`config.mk`:
```
export PLATFORM = sky130hd
export DESIGN_NAME = gcl_ctrl
export DESIGN_NICKNAME = d
export VERILOG_FILES = /design/src/rtl/gcl_pkg.sv /design/src/rtl/gcl_ctrl.sv
export SDC_FILE = /design/constraint.sdc
export NUM_CORES = 1
export LEC_CHECK = 0
export ABC_AREA = 0
export BUFFER_PORTS_ARGS = -buffer_cell sky130_fd_sc_hd__buf_2
export CORE_MARGIN = 3
export CORE_UTILIZATION = 44
export DETAILED_ROUTE_END_ITERATION = 6
export HOLD_SLACK_MARGIN = 0.15
export PLACE_DENSITY_LB_ADDON = 0.05
export SLEW_MARGIN = 20
export SYNTH_ARGS = -nofsm -noshare
export SYNTH_HDL_FRONTEND = slang
export SYNTH_SLANG_ARGS = --single-unit
```
`constraint.sdc`:
```
create_clock -name clk_i -period 1.8 [get_ports clk_i]
set_clock_uncertainty 0.05 [all_clocks]
set_input_delay 0.36 -clock clk_i [delete_from_list [all_inputs] [get_ports clk_i]]
set_output_delay 0.36 -clock clk_i [all_outputs]
set_load 0.01 [all_outputs]
```
`src/rtl/gcl_pkg.sv`:
```
// shared types, request and status codes for the grid cell list neighbor query unit
// no dependencies; imported by gcl_ctrl, gcl_dp and the top level
`default_nettype none

package gcl_pkg;

  // parameter defaults
  localparam int unsigned MaxParticlesDef = 4096;
  localparam int unsigned GridMaxDef      = 32;
  localparam int unsigned BatchLimitDef   = 64;

  // request types
  localparam logic [2:0] REQ_CLEAR = 3'd0;
  localparam logic [2:0] REQ_LOAD  = 3'd1;
  localparam logic [2:0] REQ_BUILD = 3'd2;
  localparam logic [2:0] REQ_QUERY = 3'd3;
  localparam logic [2:0] REQ_CONT  = 3'd4;

  // result status codes
  localparam logic [1:0] ST_ID    = 2'd0;
  localparam logic [1:0] ST_NONE  = 2'd1;
  localparam logic [1:0] ST_BUILD = 2'd2;
  localparam logic [1:0] ST_ERR   = 2'd3;

  // configuration register indexes
  localparam logic CFG_SPAN = 1'b0;
  localparam logic CFG_GRID = 1'b1;

  localparam logic [15:0] SPAN_RST  = 16'd65535;
  localparam logic [5:0]  GRID_RST  = 6'd20;
  localparam logic [3:0]  STEP_IDLE = 4'd9;

  typedef struct packed {
    logic [2:0]  req_type;
    logic [15:0] coord_x;
    logic [15:0] coord_y;
    logic [11:0] particle_index;
  } req_t;

  typedef struct packed {
    logic [11:0] neighbor_id;
    logic [1:0]  status;
    logic [12:0] particle_total;
    logic        last;
    logic        more_pending;
  } rsp_t;

  // kind of result loaded into the output register
  typedef enum logic [2:0] {
    RES_MID,
    RES_LAST_MORE,
    RES_LAST,
    RES_NONE,
    RES_BUILD,
    RES_ERR
  } res_e;

  typedef struct packed {
    logic cap;
    logic clr;
    logic mul;
    logic div;
    logic ld_wr;
    logic idx_clr;
    logic idx_inc;
    logic off_clr_wr;
    logic pc_rd_idx;
    logic off_rd_cnt;
    logic off_wr_cnt;
    logic off_rd_pre;
    logic off_wr_pre;
    logic fill_rd;
    logic sc_wr;
    logic build_fin;
    logic pc_rd_q;
    logic q_base;
    logic sk_adv;
    logic off_rd_s;
    logic off_rd_e;
    logic fetch;
    logic hold;
    logic out_ld;
    res_e kind;
  } cmd_t;

  typedef struct packed {
    logic [2:0] req_type;
    logic       full;
    logic       q_ok;
    logic       c_ok;
    logic       div_done;
    logic       idx_eq_cnt;
    logic       clr_done;
    logic       pre_done;
    logic       step_idle;
    logic       on_grid;
    logic       found;
    logic       held_v;
    logic       at_limit;
    logic       out_free;
  } sts_t;

endpackage

`default_nettype wire

```
`src/rtl/gcl_ctrl.sv`:
```
// sequencer for load, build, query and continue requests
// depends on gcl_pkg (cmd_t, sts_t, request codes)
`default_nettype none

module gcl_ctrl (
  input  logic          clk_i,
  input  logic          rst_ni,
  input  logic          in_valid_i,
  output logic          in_ready_o,
  input  gcl_pkg::sts_t sts_i,
  output gcl_pkg::cmd_t cmd_o
);

  import gcl_pkg::*;

  localparam logic [4:0] S_IDLE  = 5'd0;
  localparam logic [4:0] S_DISP  = 5'd1;
  localparam logic [4:0] S_DIV   = 5'd2;
  localparam logic [4:0] S_LDWR  = 5'd3;
  localparam logic [4:0] S_BCLR  = 5'd4;
  localparam logic [4:0] S_CRD   = 5'd5;
  localparam logic [4:0] S_CRO   = 5'd6;
  localparam logic [4:0] S_CWR   = 5'd7;
  localparam logic [4:0] S_PRD   = 5'd8;
  localparam logic [4:0] S_PWR   = 5'd9;
  localparam logic [4:0] S_SRD   = 5'd10;
  localparam logic [4:0] S_SRF   = 5'd11;
  localparam logic [4:0] S_SWR   = 5'd12;
  localparam logic [4:0] S_QBASE = 5'd13;
  localparam logic [4:0] S_SK    = 5'd14;
  localparam logic [4:0] S_SKE   = 5'd15;
  localparam logic [4:0] S_SKCHK = 5'd16;
  localparam logic [4:0] S_FETCH = 5'd17;
  localparam logic [4:0] S_HOLD  = 5'd18;
  localparam logic [4:0] S_OUT   = 5'd19;

  logic [4:0] state_q, state_d;
  res_e       kind_q, kind_d;
  cmd_t       cmd;

  assign in_ready_o = (state_q == S_IDLE);

  always_comb begin
    cmd     = '0;
    cmd.kind = RES_ERR;
    state_d = state_q;
    kind_d  = kind_q;
    unique case (state_q)
      S_IDLE: begin
        if (in_valid_i) begin
          cmd.cap = 1'b1;
          state_d = S_DISP;
        end
      end
      S_DISP: begin
        unique case (sts_i.req_type)
          REQ_CLEAR: begin
            cmd.clr = 1'b1;
            state_d = S_IDLE;
          end
          REQ_LOAD: begin
            if (sts_i.full) begin
              kind_d  = RES_ERR;
              state_d = S_OUT;
            end else begin
              cmd.mul = 1'b1;
              state_d = S_DIV;
            end
          end
          REQ_BUILD: begin
            cmd.idx_clr = 1'b1;
            state_d     = S_BCLR;
          end
          REQ_QUERY: begin
            if (sts_i.q_ok) begin
              cmd.pc_rd_q = 1'b1;
              state_d     = S_QBASE;
            end else begin
              kind_d  = RES_ERR;
              state_d = S_OUT;
            end
          end
          REQ_CONT: begin
            if (sts_i.c_ok) begin
              state_d = S_SK;
            end else begin
              kind_d  = RES_ERR;
              state_d = S_OUT;
            end
          end
          default: begin
            kind_d  = RES_ERR;
            state_d = S_OUT;
          end
        endcase
      end
      S_DIV: begin
        cmd.div = 1'b1;
        if (sts_i.div_done) begin
          state_d = S_LDWR;
        end
      end
      S_LDWR: begin
        cmd.ld_wr = 1'b1;
        state_d   = S_IDLE;
      end
      S_BCLR: begin
        cmd.off_clr_wr = 1'b1;
        if (sts_i.clr_done) begin
          cmd.idx_clr = 1'b1;
          state_d     = S_CRD;
        end else begin
          cmd.idx_inc = 1'b1;
        end
      end
      S_CRD: begin
        if (sts_i.idx_eq_cnt) begin
          cmd.idx_clr = 1'b1;
          state_d     = S_PRD;
        end else begin
          cmd.pc_rd_idx = 1'b1;
          state_d       = S_CRO;
        end
      end
      S_CRO: begin
        cmd.off_rd_cnt = 1'b1;
        state_d        = S_CWR;
      end
      S_CWR: begin
        cmd.off_wr_cnt = 1'b1;
        cmd.idx_inc    = 1'b1;
        state_d        = S_CRD;
      end
      S_PRD: begin
        cmd.off_rd_pre = 1'b1;
        state_d        = S_PWR;
      end
      S_PWR: begin
        cmd.off_wr_pre = 1'b1;
        if (sts_i.pre_done) begin
          cmd.idx_clr = 1'b1;
          state_d     = S_SRD;
        end else begin
          cmd.idx_inc = 1'b1;
          state_d     = S_PRD;
        end
      end
      S_SRD: begin
        if (sts_i.idx_eq_cnt) begin
          cmd.build_fin = 1'b1;
          kind_d        = RES_BUILD;
          state_d       = S_OUT;
        end else begin
          cmd.pc_rd_idx = 1'b1;
          state_d       = S_SRF;
        end
      end
      S_SRF: begin
        cmd.fill_rd = 1'b1;
        state_d     = S_SWR;
      end
      S_SWR: begin
        cmd.sc_wr   = 1'b1;
        cmd.idx_inc = 1'b1;
        state_d     = S_SRD;
      end
      S_QBASE: begin
        cmd.q_base = 1'b1;
        state_d    = S_SK;
      end
      S_SK: begin
        if (sts_i.step_idle) begin
          kind_d  = sts_i.held_v ? RES_LAST : RES_NONE;
          state_d = S_OUT;
        end else if (!sts_i.on_grid) begin
          cmd.sk_adv = 1'b1;
        end else begin
          cmd.off_rd_s = 1'b1;
          state_d      = S_SKE;
        end
      end
      S_SKE: begin
        cmd.off_rd_e = 1'b1;
        state_d      = S_SKCHK;
      end
      S_SKCHK: begin
        if (sts_i.found) begin
          if (sts_i.held_v) begin
            kind_d  = sts_i.at_limit ? RES_LAST_MORE : RES_MID;
            state_d = S_OUT;
          end else begin
            state_d = S_FETCH;
          end
        end else begin
          cmd.sk_adv = 1'b1;
          state_d    = S_SK;
        end
      end
      S_FETCH: begin
        cmd.fetch = 1'b1;
        state_d   = S_HOLD;
      end
      S_HOLD: begin
        cmd.hold = 1'b1;
        state_d  = S_SK;
      end
      S_OUT: begin
        cmd.kind = kind_q;
        if (sts_i.out_free) begin
          cmd.out_ld = 1'b1;
          state_d    = (kind_q == RES_MID) ? S_FETCH : S_IDLE;
        end
      end
      default: begin
        state_d = S_IDLE;
      end
    endcase
  end

  assign cmd_o = cmd;

  always_ff @(posedge clk_i or negedge rst_ni) begin
    if (!rst_ni) begin
      state_q <= S_IDLE;
      kind_q  <= RES_ERR;
    end else begin
      state_q <= state_d;
      kind_q  <= kind_d;
    end
  end

  // a request is only taken with the machine at rest
  a_cap_idle: assert property (@(posedge clk_i) disable iff (!rst_ni)
    cmd.cap |=> (state_q == S_DISP))
    else $error("capture did not lead to dispatch");

  // a result load always leaves the output state
  a_out_leave: assert property (@(posedge clk_i) disable iff (!rst_ni)
    cmd.out_ld |=> (state_q == S_FETCH || state_q == S_IDLE))
    else $error("output state not left after load");

  // a middle result is only emitted while more ids follow
  a_mid_follow: assert property (@(posedge clk_i) disable iff (!rst_ni)
    (cmd.out_ld && kind_q == RES_MID) |=> (state_q == S_FETCH))
    else $error("middle result not followed by fetch");

endmodule

`default_nettype wire

```
==> flow_metrics.py, run 1 <==
metrics = {
    "synth": {
        "mappedNetlistNets": 185,
        "synth.yosys.seq_area_share_pct": 16.9,
        "asyncSetResetFlopFracSynth_pct": 100,
        "synth-edff-count": 0,
        "synth_ff_type": "dfrtp_1",
        "synth_seq_cells": 8,
        "syn_area_per_cell_um2": 7.21,
        "post_synth_instance_area_um2": 1200,
        "yosys_warnings": 0,
        "yosys.cell_types.count": 52,
        "syn-instance-count": 166,
    },
    "run_status": {
        "flow.first_error": "[ERROR DPL-0038] Utilization greater than 100%, impossible to legalize",
        "status": "did not finish",
        "lastStage": "5_1_grt",
    },
    "floorplanning": {
        "die_h_um": 58.2,
        "x_dimension_of_the_die_um": 58.2,
        "design.portCount": 47,
        "floorplan.rows": 18,
        "starting_utilization_of_the_core_area_pct": 47.5,
    },
    "placement": {
        "buffer_ports.inserted": 46,
        "detailedPlacementHpwl_mm": 3.54,
        "gp_congestion": 0.964,
        "placedInstanceArea_um2": 1760,
        "cells_after_dpl": 277,
        "placement.setup.worst_slack_ns": -0.123,
    },
    "global_route": {
        "grt_start_max_net_pins": 11,
    },
    "clock_network": {
        "cts.htree.levels": 1,
        "clockBufferDepth": 2,
        "cts_made_buffers": 3,
        "root_buffer": "clkbuf_4",
        "clock_sink_count": 8,
    },
    "sta": {
        "timing.grt.repair.worst_endpoint": "cmd_o[8]",
        "worst-endpoint-pin-kind": "primary output",
    },
}
Yosys cell counts, drive strengths merged (4+ instances only):
cell type,instances,area [um^2]
a21oi,7,35.0
buf,9,60.1
clkbuf,5,18.8
dfrtp,6,150
inv,9,33.8
nand2,11,41.3
nand2b,7,43.8
nand3,4,20.0
nor2,25,113
nor2b,4,25.0
nor3,13,65.1
o21ai,11,55.1
or3,6,37.5
stage by stage:
step                      hold slack [ns]  setup TNS (ns)
after floorplan                    0.0144          -0.134
after global placement              0.173          -0.369
after detailed placement            0.173          -0.933
after CTS                           0.328           -5.21
cell families after synthesis:
family	share of synthesized area, %
simple gates	44.0
compound gates	26.3
buf+inv	9.40
flops	16.9
mux	3.34
timing repair:
item | in CTS
pin swaps | 25
buffers inserted | 25
cloned | 1
hold buffers | 1
endpoints found under the setup margin | 34
hold endpoints to repair | 8
resized for setup | 77
==> inputs of run 2 (changes only) <==
--- a/config.mk
+++ b/config.mk
@@ -7,11 +7,10 @@
 export LEC_CHECK = 0
 export ABC_AREA = 0
 export BUFFER_PORTS_ARGS = -buffer_cell sky130_fd_sc_hd__buf_2
-export CORE_MARGIN = 3
-export CORE_UTILIZATION = 44
+export CORE_AREA = 3 3 64 66
 export DETAILED_ROUTE_END_ITERATION = 6
-export HOLD_SLACK_MARGIN = 0.15
-export PLACE_DENSITY_LB_ADDON = 0.05
+export DIE_AREA = 0 0 67 69
+export PLACE_DENSITY_LB_ADDON = 0.15
 export SLEW_MARGIN = 20
 export SYNTH_ARGS = -nofsm -noshare
 export SYNTH_HDL_FRONTEND = slang
==> constraint.sdc (replaced) <==
create_clock -name clk_i -period 2.3 [get_ports clk_i]
set_clock_uncertainty 0.05 [all_clocks]
set_input_delay 0.46 -clock clk_i [delete_from_list [all_inputs] [get_ports clk_i]]
set_output_delay 0.46 -clock clk_i [all_outputs]
set_load 0.01 [all_outputs]
==> run 2 against run 1 <==
Compared with the run above: the run now ends clean; synthesized area unchanged; synthesized cell count is the same.
==> flow_metrics.py, run 2 <==
metrics = {
    "critical_path": {
        "worst_setup_path_startpoint": "state_q[1]",
        "critPathRequiredTime_ns": 1.79,
        "critical_path_stages": 4,
        "critical_path.endpoint_type": "output pin",
        "crit-reg2reg-launch": "state_q[3]",
        "worst_r2r_path_depth": 5,
        "worst_r2r_endpoint": "kind_q[2]",
        "reg2reg_setup_slack_ns": 0.23,
        "path_buf_inv": 2,
        "worstSetupPathType": "reg -> out",
        "start_kind": "flop",
        "slowest_delay_ns": 0.51,
        "worstPathCellList": "buf_4, or3b_1, nor2_1, buf_2",
        "slowest_stage": "dfrtp_1",
        "critPathCapture": "cmd_o[4]",
        "critical_path.max_fanout": 8,
        "cpLargestDelayFamily": "simple AND/OR/NAND/NOR gates",
        "cp.arrival_ns": 1.73,
    },
    "global_route": {
        "wire_length_of_the_first_global_routing_pass_mm": 6.68,
        "grt_start_max_net_pins": 16,
        "groute.usage.overall_pct": 18.0,
        "grt_antenna_before_repair": 0,
        "grt.overflow.total": 0,
        "via_count_of_the_first_global_routing_pass": 1393,
    },
    "sta": {
        "final_hold_viol_count": 0,
        "period_minus_slack_ns": 2.24,
        "timing.final.max_slew_violations": 0,
        "setup_repair_after_global_routing_missed_its_margin": "false",
        "setup_slack_ns": 0.0568,
        "slew_headroom_pct": 69.9,
        "finalSetupViolCount": 0,
        "worst_pin_slew_ns": 0.448,
        "setup-tns-final_ns": 0,
        "layout_worst_path_cycle_share_pct": 97.5,
        "max_clock_freq_mhz": 446,
    },
    "synth": {
        "synth.yosys.seq_area_share_pct": 16.9,
        "yosys.area.top_type_share_pct": 12.5,
        "post_synth_top_area_cell": "dfrtp_1",
        "yosys.cell_types.count": 52,
        "synth_ff_type": "dfrtp_1",
        "netlist_top_cells_count": "nor2_1 (23), nor3_1 (13), nand2_1 (11)",
        "syn_area_per_cell_um2": 7.21,
        "synth-edff-count": 0,
        "synth.most_common_cell": "nor2_1",
        "mappedNetlistNets": 185,
        "asyncSetResetFlopFracSynth_pct": 100,
        "syn-instance-count": 166,
        "post_synth_instance_area_um2": 1200,
        "yosys-top-cells-area": "dfrtp_1 (13%), nor2_1 (7.2%), nor3_1 (5.4%), a2111oi_4 (4.6%), dfstp_2 (4.4%)",
        "synth_seq_cells": 8,
        "yosys_warnings": 0,
    },
    "floorplanning": {
        "floorplan_core_area_um2": 3630,
        "die_h_um": 69,
        "starting_utilization_of_the_core_area_pct": 33.0,
        "dieArea_um2": 4620,
        "floorplan.rows": 22,
        "x_dimension_of_the_die_um": 67,
        "design.portCount": 47,
    },
    "cells_and_area": {
        "layout_common_cells": "buf_2 (46), nor2_1 (22), buf_4 (17)",
        "multi_input_comb_area_um2": 897,
        "regArea_um2": 208,
        "mostFrequentLayoutCell": "buf_2",
        "nFillCells": 388,
        "largest_registers": "state_q x5, kind_q x3",
        "largest_reg_flops": 5,
        "layout.cell_area.non_filler_um2": 1600,
        "final_layout_size_suffix_gt1_share_pct": 39.3,
        "finalNetCount": 239,
        "layout-area-overhead-vs-synth_pct": 33.8,
        "post-route-util_pct": 44.1,
        "largest_register": "state_q",
        "antenna_cells_inserted": 0,
    },
    "job": {
        "max_cap_viol": 0,
    },
    "placement": {
        "placement.setup.worst_slack_ns": 0.183,
        "detailedPlacementHpwl_mm": 3.39,
        "placedInstanceArea_um2": 1540,
        "gp_congestion": 0.828,
        "buffer_ports.inserted": 46,
    },
    "routing": {
        "ant_nets": 0,
        "drt_drc_violations_left": 0,
        "route.detailed.wl_per_inst_um": 15.7,
        "route.vias.total": 1472,
        "vias_per_cell": 5.51,
        "drt_wl_total_mm": 4.19,
        "drt_first_iter_violations": 98,
        "drt-pass1-iter-count": 4,
    },
    "clock_network": {
        "cts_made_buffers": 3,
        "root_buffer": "clkbuf_8",
        "cts.htree.levels": 1,
        "clk_transition_reported_paths_ns": 0.05,
        "clockBufferDepth": 2,
        "cts_post_setup_buffers_inserted": 0,
        "tritoncts": "yes",
        "worst_skew_pair.late_latency_ns": 0.24,
        "clock_sink_count": 8,
    },
    "power": {
        "peakVddDrop_v": 0.000346,
        "power_leakage_nw": 0.731,
        "post-layout-total-power_mw": 1.76,
        "pwr_density_nw_per_um2": 1100,
    },
    "hold_path": {
        "holdCritPathClass": "in -> async",
    },
    "run_status": {
        "status": "completed",
    },
}
[run 2: cell counts after synthesis]
Identical to the previous run, type by type.
[run 2: layer usage]
layer	global-route usage, %	wire length [um]	part of all wire [%]	up-vias
met5	0	0	0	-
met4	2.93	21	0.50	0
met3	2.44	245	5.8	4
met2	29.9	2130	51	52
met1	24.9	1790	43	704
li1	-	-	-	712
[run 2: how the worst min path moves through the flow]
stage / cells past startpoint / startpoint / endpoint / slack [ns]
after floorplan: 0 / rst_ni / kind_q[1] / 0.11
after global placement: 1 / rst_ni / state_q[1] / 0.27
after detailed placement: 1 / rst_ni / state_q[0] / 0.27
after CTS: 1 / rst_ni / state_q[0] / 0.01
after global routing: 1 / rst_ni / state_q[0] / 0.02
final: 1 / rst_ni / state_q[0] / 0.01
[run 2: final cells by class]
class                      instances  area share (%)
multi-input combinational        135            56.0
timing repair buffer              63            22.3
sequential                         8            13.0
tap                               48            3.75
clock buffer                       4            2.81
inverter                           9            2.11
[run 2: cell families (layout without fill, tap and decap cells)]
family,Yosys count,count (layout),share of synthesized area (%)
multiplexers,3,3,3.34
AND/OR/NAND/NOR,92,92,44.0
buffers and inverters,23,76,9.40
AO/OA/AOI/OAI,40,40,26.3
flip-flops,8,8,16.9
[run 2: metrics by stage]
step | instances | hold WS (ns)
6_report | 267 | 0.0136
5_1_grt | 267 | 0.0232
4_1_cts | 267 | 0.0113
3_5_place_dp | 263 | 0.271
3_3_place_gp | 263 | 0.265
2_1_floorplan | 166 | 0.114
[run 2: timing repair]
| item | in CTS | in global routing |
|---|---|---|
| endpoints found under the hold margin | 0 | 0 |
| resized for setup | 3 | 5 |
| hold buffers | 0 | 0 |
| setup endpoints to repair | 2 | 8 |
[run 2: power breakdown]
group          total (mW)  internal (mW)  switching, mW
Combinational        1.25          0.551          0.699
Sequential          0.323          0.205          0.117
Clock               0.188          0.121         0.0672
Total                1.76          0.877          0.884
No activity file was read; power rests on OpenSTA's default activity.
